File: config.mk
export PLATFORM = sky130hd
export DESIGN_NAME = tcw_seq
export DESIGN_NICKNAME = d
export VERILOG_FILES = /design/src/sv/tcw_pkg.sv /design/src/sv/tcw_seq.sv
export VERILOG_INCLUDE_DIRS = /design/src /design/src/sv
export SDC_FILE = /design/constraint.sdc
export NUM_CORES = 1
export LEC_CHECK = 0
export BUFFER_PORTS_ARGS = -buffer_cell sky130_fd_sc_hd__buf_2
export CAP_MARGIN = 40
export CORE_MARGIN = 2
export CORE_UTILIZATION = 50
export DETAILED_ROUTE_END_ITERATION = 10
export PLACE_DENSITY = 0.75
export SYNTH_ARGS = -nofsm -noshare
export SYNTH_HDL_FRONTEND = slang
export SYNTH_SLANG_ARGS = --single-unit
export TNS_END_PERCENT = 50
File: constraint.sdc
create_clock -name clock -period 6.7 [get_ports clock]
set_input_delay 1.34 -clock clock [delete_from_list [all_inputs] [get_ports clock]]
set_output_delay 1.34 -clock clock [all_outputs]
set_load 0.1 [all_outputs]
File: src/sv/text_console_writer_assert.svh
// assertion macros for the console writer sequencer
`ifndef TEXT_CONSOLE_WRITER_ASSERT_SVH
`define TEXT_CONSOLE_WRITER_ASSERT_SVH

// consequent must hold in the same cycle as the antecedent
`define TCW_ASSERT_HOLDS(label, ante, cons) \
   label: assert property (@(posedge clock) disable iff (reset) (ante) |-> (cons)) \
      else $error("tcw: same-cycle check failed");

// consequent must hold in the cycle after the antecedent
`define TCW_ASSERT_NEXT(label, ante, cons) \
   label: assert property (@(posedge clock) disable iff (reset) (ante) |=> (cons)) \
      else $error("tcw: next-cycle check failed");

`endif

File: src/sv/tcw_pkg.sv
`timescale 1ns / 1ps

package tcw_pkg;

   // field widths
   localparam int CHAR_W   = 8;
   localparam int ATTR_W   = 8;
   localparam int ROW_W    = 6;
   localparam int COL_W    = 7;
   localparam int CURSOR_W = 11;

   // default screen geometry
   localparam int DEF_COLUMNS = 80;
   localparam int DEF_ROWS    = 25;

   // configuration registers
   localparam int CSR_IDX_W  = 1;
   localparam int CSR_DATA_W = 8;
   localparam logic [CSR_IDX_W-1:0] CSR_DEFAULT_ATTR = 1'b0;
   localparam logic [CSR_IDX_W-1:0] CSR_ERROR_ATTR   = 1'b1;
   localparam logic [ATTR_W-1:0] DEFAULT_ATTR_RESET = 8'd15;
   localparam logic [ATTR_W-1:0] ERROR_ATTR_RESET   = 8'd244;

   // character codes
   localparam logic [CHAR_W-1:0] CHAR_NEWLINE  = 8'h0A;
   localparam logic [CHAR_W-1:0] CHAR_BLANK_AT = 8'h08;
   localparam logic [CHAR_W-1:0] CHAR_SPACE    = 8'h20;
   localparam logic [CHAR_W-1:0] CHAR_ERR_MARK = 8'h45;

   typedef enum logic [1:0] {
      KIND_PUT       = 2'd0,
      KIND_BACKSPACE = 2'd1,
      KIND_CLEAR     = 2'd2,
      KIND_READ      = 2'd3
   } kind_type;

   typedef struct packed {
      kind_type             kind;
      logic [CHAR_W-1:0]    char_code;
      logic [ATTR_W-1:0]    attribute;
      logic                 use_cursor;
      logic [ROW_W-1:0]     row_index;
      logic [COL_W-1:0]     col_index;
   } req_type;

   typedef struct packed {
      logic [CURSOR_W-1:0]  cursor_cell;
      logic                 status;
      logic                 scrolled;
      logic [CHAR_W-1:0]    read_char;
      logic [ATTR_W-1:0]    read_attr;
   } rsp_type;

   // cell store control from the sequencer
   typedef struct packed {
      logic                 we_char;
      logic                 we_attr;
      logic                 re;
      logic [CHAR_W-1:0]    wchar;
      logic [ATTR_W-1:0]    wattr;
   } mem_ctl_type;

endpackage

File: src/sv/tcw_seq.sv
`timescale 1ns / 1ps

module tcw_seq #(
   parameter int COLUMNS = tcw_pkg::DEF_COLUMNS,
   parameter int ROWS    = tcw_pkg::DEF_ROWS,
   parameter int CELLS   = ROWS * COLUMNS,
   parameter int ADDR_W  = $clog2(CELLS)
) (
   input  logic                        clock,
   input  logic                        reset,
   input  logic                        req_valid,
   output logic                        req_ready,
   input  tcw_pkg::req_type            req_data,
   input  logic [tcw_pkg::ATTR_W-1:0]  default_attr,
   input  logic [tcw_pkg::ATTR_W-1:0]  error_attr,
   input  logic                        rsp_free,
   output logic                        done,
   output tcw_pkg::rsp_type            result,
   output tcw_pkg::mem_ctl_type        mem_ctl,
   output logic [ADDR_W-1:0]           mem_waddr,
   output logic [ADDR_W-1:0]           mem_raddr,
   input  logic [tcw_pkg::CHAR_W-1:0]  rd_char,
   input  logic [tcw_pkg::ATTR_W-1:0]  rd_attr
);
   import tcw_pkg::*;
   `include "text_console_writer_assert.svh"

   localparam int CNT_W = $clog2(CELLS + 1);
   localparam logic [ADDR_W-1:0] COLS_A    = ADDR_W'(COLUMNS);
   localparam logic [ADDR_W-1:0] LAST_CELL = ADDR_W'(CELLS - 1);
   localparam logic [CNT_W-1:0]  CELLS_C   = CNT_W'(CELLS);
   localparam logic [CNT_W-1:0]  LAST_C    = CNT_W'(CELLS - 1);
   localparam logic [CNT_W-1:0]  MOVE_N    = CNT_W'(CELLS - COLUMNS);
   localparam logic [CNT_W-1:0]  COLS_C    = CNT_W'(COLUMNS);
   localparam logic [ROW_W-1:0]  ROWS_R    = ROW_W'(ROWS);
   localparam logic [ROW_W-1:0]  LAST_ROW  = ROW_W'(ROWS - 1);
   localparam logic [COL_W-1:0]  COLS_K    = COL_W'(COLUMNS);
   localparam logic [COL_W-1:0]  LAST_COL  = COL_W'(COLUMNS - 1);

   typedef enum logic [6:0] {
      ST_INIT   = 7'b0000001,
      ST_IDLE   = 7'b0000010,
      ST_CALC   = 7'b0000100,
      ST_ACCESS = 7'b0001000,
      ST_SCROLL = 7'b0010000,
      ST_CLEAR  = 7'b0100000,
      ST_FINISH = 7'b1000000
   } state_type;

   state_type          state_ff, state_in;
   logic [CNT_W-1:0]   idx_ff, idx_in;
   kind_type           op_kind_ff, op_kind_in;
   logic [CHAR_W-1:0]  op_char_ff, op_char_in;
   logic [ATTR_W-1:0]  op_attr_ff, op_attr_in;
   logic               op_bad_ff, op_bad_in;
   logic [ROW_W-1:0]   op_row_ff, op_row_in;
   logic [COL_W-1:0]   op_col_ff, op_col_in;
   logic [ADDR_W-1:0]  addr_ff, addr_in;
   logic [ROW_W-1:0]   cur_row_ff, cur_row_in;
   logic [COL_W-1:0]   cur_col_ff, cur_col_in;
   logic               scroll_ff, scroll_in;

   logic               in_bad;
   logic [ROW_W-1:0]   bs_row, next_row;
   logic [COL_W-1:0]   bs_col, next_col;
   logic [ADDR_W-1:0]  cursor_idx;

   // incoming beat: range check and backspace target
   always_comb begin
      in_bad = !req_data.use_cursor &&
               (req_data.row_index >= ROWS_R || req_data.col_index >= COLS_K);
      if (cur_col_ff != '0) begin
         bs_row = cur_row_ff;
         bs_col = cur_col_ff - COL_W'(1);
      end else if (cur_row_ff != '0) begin
         bs_row = cur_row_ff - ROW_W'(1);
         bs_col = LAST_COL;
      end else begin
         bs_row = '0;
         bs_col = '0;
      end
   end

   // cursor after a put
   always_comb begin
      if (op_char_ff == CHAR_NEWLINE) begin
         next_row = op_row_ff + ROW_W'(1);
         next_col = '0;
      end else if (op_char_ff == CHAR_BLANK_AT) begin
         next_row = op_row_ff;
         next_col = op_col_ff;
      end else if (op_col_ff == LAST_COL) begin
         next_row = op_row_ff + ROW_W'(1);
         next_col = '0;
      end else begin
         next_row = op_row_ff;
         next_col = op_col_ff + COL_W'(1);
      end
   end

   assign cursor_idx = ADDR_W'(cur_row_ff) * COLS_A + ADDR_W'(cur_col_ff);

   // sequencer
   always_comb begin
      state_in   = state_ff;
      idx_in     = idx_ff;
      op_kind_in = op_kind_ff;
      op_char_in = op_char_ff;
      op_attr_in = op_attr_ff;
      op_bad_in  = op_bad_ff;
      op_row_in  = op_row_ff;
      op_col_in  = op_col_ff;
      addr_in    = addr_ff;
      cur_row_in = cur_row_ff;
      cur_col_in = cur_col_ff;
      scroll_in  = scroll_ff;
      mem_ctl    = '0;
      mem_waddr  = '0;
      mem_raddr  = '0;
      done       = 1'b0;
      req_ready  = 1'b0;
      result     = '0;

      unique case (state_ff)
         // clear both planes after reset
         ST_INIT: begin
            mem_ctl.we_char = 1'b1;
            mem_ctl.we_attr = 1'b1;
            mem_waddr       = idx_ff[ADDR_W-1:0];
            if (idx_ff == LAST_C) begin
               idx_in   = '0;
               state_in = ST_IDLE;
            end else begin
               idx_in = idx_ff + CNT_W'(1);
            end
         end
         ST_IDLE: begin
            req_ready = 1'b1;
            if (req_valid) begin
               op_kind_in = req_data.kind;
               op_char_in = req_data.char_code;
               op_attr_in = (req_data.attribute == '0) ? default_attr : req_data.attribute;
               op_bad_in  = in_bad;
               if (req_data.kind == KIND_BACKSPACE) begin
                  op_row_in = bs_row;
                  op_col_in = bs_col;
               end else if (req_data.use_cursor) begin
                  op_row_in = cur_row_ff;
                  op_col_in = cur_col_ff;
               end else begin
                  op_row_in = req_data.row_index;
                  op_col_in = req_data.col_index;
               end
               state_in = ST_CALC;
            end
         end
         // cell address and new cursor
         ST_CALC: begin
            scroll_in = 1'b0;
            if (op_kind_ff == KIND_PUT && op_bad_ff) begin
               addr_in = LAST_CELL;
            end else begin
               addr_in = ADDR_W'(op_row_ff) * COLS_A + ADDR_W'(op_col_ff);
            end
            unique case (op_kind_ff)
               KIND_PUT: begin
                  if (!op_bad_ff) begin
                     if (next_row == ROWS_R) begin
                        scroll_in  = 1'b1;
                        cur_row_in = LAST_ROW;
                     end else begin
                        cur_row_in = next_row;
                     end
                     cur_col_in = next_col;
                  end
               end
               KIND_BACKSPACE: begin
                  cur_row_in = op_row_ff;
                  cur_col_in = op_col_ff;
               end
               KIND_CLEAR: begin
                  cur_row_in = '0;
                  cur_col_in = '0;
               end
               KIND_READ: begin
               end
            endcase
            state_in = ST_ACCESS;
         end
         // single cell write or read, then on to scroll, clear or finish
         ST_ACCESS: begin
            mem_waddr = addr_ff;
            mem_raddr = addr_ff;
            idx_in    = '0;
            state_in  = ST_FINISH;
            unique case (op_kind_ff)
               KIND_PUT: begin
                  if (op_bad_ff) begin
                     mem_ctl.we_char = 1'b1;
                     mem_ctl.we_attr = 1'b1;
                     mem_ctl.wchar   = CHAR_ERR_MARK;
                     mem_ctl.wattr   = error_attr;
                  end else if (op_char_ff != CHAR_NEWLINE) begin
                     mem_ctl.we_char = 1'b1;
                     mem_ctl.we_attr = 1'b1;
                     mem_ctl.wchar   = (op_char_ff == CHAR_BLANK_AT) ? CHAR_SPACE : op_char_ff;
                     mem_ctl.wattr   = op_attr_ff;
                  end
                  if (scroll_ff) begin
                     state_in = ST_SCROLL;
                  end
               end
               KIND_BACKSPACE: begin
                  mem_ctl.we_char = 1'b1;
                  mem_ctl.we_attr = 1'b1;
                  mem_ctl.wchar   = CHAR_SPACE;
                  mem_ctl.wattr   = default_attr;
               end
               KIND_CLEAR: begin
                  state_in = ST_CLEAR;
               end
               KIND_READ: begin
                  mem_ctl.re = !op_bad_ff;
               end
            endcase
         end
         // move rows up: read one row ahead, write the cell read last cycle; zero the last row
         ST_SCROLL: begin
            mem_ctl.re = (idx_ff < MOVE_N);
            mem_raddr  = ADDR_W'(idx_ff + COLS_C);
            if (idx_ff != '0) begin
               mem_ctl.we_char = 1'b1;
               mem_ctl.we_attr = 1'b1;
               mem_waddr       = ADDR_W'(idx_ff - CNT_W'(1));
               if (idx_ff <= MOVE_N) begin
                  mem_ctl.wchar = rd_char;
                  mem_ctl.wattr = rd_attr;
               end
            end
            if (idx_ff == CELLS_C) begin
               state_in = ST_FINISH;
            end else begin
               idx_in = idx_ff + CNT_W'(1);
            end
         end
         // blank every character, attributes untouched
         ST_CLEAR: begin
            mem_ctl.we_char = 1'b1;
            mem_ctl.wchar   = CHAR_SPACE;
            mem_waddr       = idx_ff[ADDR_W-1:0];
            if (idx_ff == LAST_C) begin
               state_in = ST_FINISH;
            end else begin
               idx_in = idx_ff + CNT_W'(1);
            end
         end
         // hand the result to the output register
         ST_FINISH: begin
            result.cursor_cell = CURSOR_W'(cursor_idx);
            result.status      = op_bad_ff &&
                                 (op_kind_ff == KIND_PUT || op_kind_ff == KIND_READ);
            result.scrolled    = scroll_ff && op_kind_ff == KIND_PUT;
            if (op_kind_ff == KIND_READ && !op_bad_ff) begin
               result.read_char = rd_char;
               result.read_attr = rd_attr;
            end
            if (rsp_free) begin
               done     = 1'b1;
               state_in = ST_IDLE;
            end
         end
         default: begin
            state_in = ST_INIT;
            idx_in   = '0;
         end
      endcase
   end

   // control state
   always_ff @(posedge clock) begin
      if (reset) begin
         state_ff   <= ST_INIT;
         idx_ff     <= '0;
         cur_row_ff <= '0;
         cur_col_ff <= '0;
         scroll_ff  <= 1'b0;
      end else begin
         state_ff   <= state_in;
         idx_ff     <= idx_in;
         cur_row_ff <= cur_row_in;
         cur_col_ff <= cur_col_in;
         scroll_ff  <= scroll_in;
      end
   end

   // operation payload
   always_ff @(posedge clock) begin
      op_kind_ff <= op_kind_in;
      op_char_ff <= op_char_in;
      op_attr_ff <= op_attr_in;
      op_bad_ff  <= op_bad_in;
      op_row_ff  <= op_row_in;
      op_col_ff  <= op_col_in;
      addr_ff    <= addr_in;
   end

   `TCW_ASSERT_HOLDS(a_cursor_in_screen, 1'b1, cur_row_ff < ROWS_R && cur_col_ff < COLS_K)
   `TCW_ASSERT_HOLDS(a_write_in_store, mem_ctl.we_char || mem_ctl.we_attr, CNT_W'(mem_waddr) < CELLS_C)
   `TCW_ASSERT_HOLDS(a_scroll_last_row, done && result.scrolled, cur_row_ff == LAST_ROW)
   `TCW_ASSERT_NEXT(a_accept_to_calc, req_valid && req_ready, state_ff == ST_CALC)

endmodule
==> results by group <==
Clock tree
  – Clk sinks: 75
  – Post-CTS setup buffers: 0
  – CTS H-tree lvls: 3
  – Reg clk slew, reported paths: 60 ps
  – CTS Buf Count: 9
  – Clk root buf: clkbuf_16
  – Longest Clk Path Bufs: 2
  – CTS tree: built
  – Hold buffers post-CTS: 0
  – Latest clock arrival within the worst-skew pair: 350 ps
  – Post-CTS resize count: 0

Pwr
  – VDD IR-drop max: 0.000181 V
  – Leakage Power: ~0.003 µW
  – PwrDens: 160 nW/µm²

Yosys
  – Post-Synthesis Cells: 664
  – Synth warn: 0
  – Synth unique cells: 82
  – Seq/Total Area, Yosys: 0.327
  – Top cell type by total area after synthesis: edfxtp_1
  – Number of synthesized flops with an enable pin: 43
  – Post-synth ARST share: 0
  – Post-Synthesis Cell Area: 5900 µm²
  – Avg Synthesized Cell Area: 8.89 µm²
  – Synthesized Nets: 771
  – Synth top area share: 0.219
  – Flops & latches, synth: 75
  – Synth Flop Type: edfxtp_1
  – Synth area leaders: edfxtp_1 (22%), dfxtp_1 (11%), ha_1 (7.4%)

Final layout
  – Final Non-Filler Cells: 931
  – Multi-input logic area: ~3700 µm²
  – Share of layout cells above drive strength 1: 0.250
  – Area Overhead vs Synth: 17.9%
  – # fillers: 1036
  – Nets: 890
  – Register area: 1930 µm²
  – N_diodes: 0

Route
  – WL final: 17300 µm
  – DRC: 0
  – Routed via count: approximately 6k
  – ANT nets after route: 0
  – DR WL/cell: ~19 µm
  – DRT iter0 DRCs: 550
  – Pre-Repair DR Iteration Count: 9
  – Post-DR vias/cell: 6.29

Die
  – Starting density of the core: 0.515
  – Horiz. Die Dim: roughly 110 µm
  – Row count: 39
  – DIE HEIGHT: 113 µm
  – Core area: 11500 µm²
  – Full die area: 12700 µm²
  – Io pins: 140

Setup path
  – CP Max Fanout: 23
  – FF-to-FF setup slack: 3740 ps
  – Critical Path RT: around 5400 ps
  – Critical path data arrival time: 3540 ps
  – Reg2reg path depth: 6
  – CP Launch Type: register
  – CP Capture Type: output port
  – Biggest cell delay along the critical path: 860 ps
  – FF-to-FF End: idx_ff[7]$_SDFFE_PP0P_
  – Worst setup endpoint: mem_ctl[11]
  – Most frequent cell on the critical path: nor3_1
  – CP max stage cell: and4b_1
  – Critical path cell sequence: nor3_1 -> and4b_1 -> o21ai_0 -> nor3_1 -> a32o_1 -> buf_2
  – Crit path launch: state_ff[5]$_SDFFE_PP0P_
  – Kind of critical path: register to output port
  – Crit Reg-Reg Startpoint: state_ff[0]$_SDFFE_PP1P_

STA
  – Final Skew: between 5 and 6 ps
  – Total negative setup slack: 0 ps
  – Post-route minimum period: 4880 ps
  – Hold slack: 500 ps
  – Final setup fails: 0
  – Slew Limit Fails: 0
  – Final worst slack: approximately 1800 ps
  – Final Hold Vio Count: 0
  – Maximum clock frequency: 205 MHz
  – Least-Margin Pin Slew: 875 ps
  – Part of the cycle the worst path needs: 0.728
  – Unrepaired setup endpoints after global routing: false
  – Slew margin rel.: 0.414

Flow run
  – Max_cap viols: 0

Min path
  – Min-delay worst type: register to register

Placed design
  – PortBufs: between 100 and 150
  – Dpl cells: 915
  – Dpl hpwl: 13400 µm
  – Post-place setup slack: 2310 ps
  – RePlAce Congestion: slightly below 1

GRT
  – Remaining Overflow, GRT: 0
  – Global-route wire length before repair: 27900 µm
  – GR Util All Layers: 0.272
  – Largest net degree at the start of global routing: 27
  – Number of global-route vias before repair: between 5k and 6k
  – Initial antenna violation count: 0

Outcome
  – Status: completed
==> registers in the layout, summed over array words and instances (netlist names) <==
name	flops
idx_ff	11
op_col_ff	7
cur_row_ff	6
op_kind_ff	2
state_ff	7
cur_col_ff	7
op_row_ff	6
op_attr_ff	8
op_char_ff	8
op_bad_ff	1
scroll_ff	1
addr_ff	11
==> layout by cell type, fill, tap and decap left out, types with 5 or more instances in the layout <==
cell       count
a221o_1        9
buf_2        140
xnor2_1       13
edfxtp_1      43
a21o_1        14
inv_1         33
inv_6          6
nor2b_1        5
a222oi_1       8
nand2b_1      12
o311ai_0       7
o21ai_0       50
a21oi_2       11
a21oi_1       18
nor2_1        41
nor4_1         7
o31ai_1        7
nor3_1        23
nand4_1       13
nand3_1       19
dfxtp_1       32
a211oi_1       6
and2_1        27
nand4b_1       5
and3_1         5
xor2_1         8
nand2_1       49
or4_1         11
nor3b_1        7
clkbuf_16      9
a31oi_1       15
ha_1          35
a22o_1         6
o2bb2ai_1     11
==> how the worst min path moves through the flow <==
stage | to | slack [ps] | start | cells past startpoint
finish | scroll_ff$_SDFFE_PP0P_ | 500 | scroll_ff$_SDFFE_PP0P_ | 2
global route | scroll_ff$_SDFFE_PP0P_ | 540 | scroll_ff$_SDFFE_PP0P_ | 2
CTS | scroll_ff$_SDFFE_PP0P_ | 500 | scroll_ff$_SDFFE_PP0P_ | 2
detailed placement | scroll_ff$_SDFFE_PP0P_ | 480 | scroll_ff$_SDFFE_PP0P_ | 2
global placement | scroll_ff$_SDFFE_PP0P_ | 480 | scroll_ff$_SDFFE_PP0P_ | 2
floorplan | scroll_ff$_SDFFE_PP0P_ | 460 | scroll_ff$_SDFFE_PP0P_ | 2
==> routing by layer <==
layer,track usage,up-vias,share of wire
li1,-,2776,-
met3,0.0405,32,0.070
met4,0.114,0,0.023
met5,0,-,0
met2,0.446,288,0.49
met1,0.359,2757,0.42
==> where the power goes <==
part | internal [µW] | switching, µW | total [µW]
registers | 489 | 7.41 | 496
clock network | 261 | 214 | 476
logic | 47.6 | 93.2 | 141
==> cells in the mapped netlist, drive strengths merged (8+ instances only) <==
master,instances
a21o,14
a21oi,29
a221o,9
a222oi,8
a31oi,15
and2,27
buf,10
clkbuf,27
dfxtp,32
edfxtp,43
ha,35
inv,33
nand2,49
nand2b,12
nand3,19
nand4,13
nor2,42
nor3,25
nor3b,8
nor4,8
o21ai,52
o2bb2ai,11
or4,13
xnor2,13
xor2,8
==> cells by family after synthesis <==
group / share of synthesized area
and+or+nand+nor: 0.242
DFF: 0.327
buffers and inverters: 0.0492
xor gates and xnor gates: 0.0350
adders and majority gates: 0.0877
muxes: 0.0110
AOI/OAI and AO/OA: 0.248
==> metrics by stage <==
stage          instance area (µm²)  power (µW)  utilization
2_1_floorplan                 5900         599            -
3_3_place_gp                  6630         642        0.579
3_5_place_dp                  6670         644        0.582
4_1_cts                       6960        1120        0.607
5_1_grt                       6960        1150        0.607
6_report                      6960        1110        0.607
==> final cells by class <==
type / instances / area share
clock buffers: 9 / 0.0324
multi-input cells: 519 / 0.529
flip-flops and latches: 75 / 0.278
repair buffers: 145 / 0.108
inverters: 33 / 0.0178
clock inverters: 7 / 0.00917
well taps: 143 / 0.0257
==> critical path: cells and delay by family, from the launching register on <==
family                 cells  cell delay, ps
AND/OR/NAND/NOR            3            1750
buffers and inverters      1             430
flip-flops                 1             390
AO/OA/AOI/OAI              2             620
(Power assumes the default switching activity.)
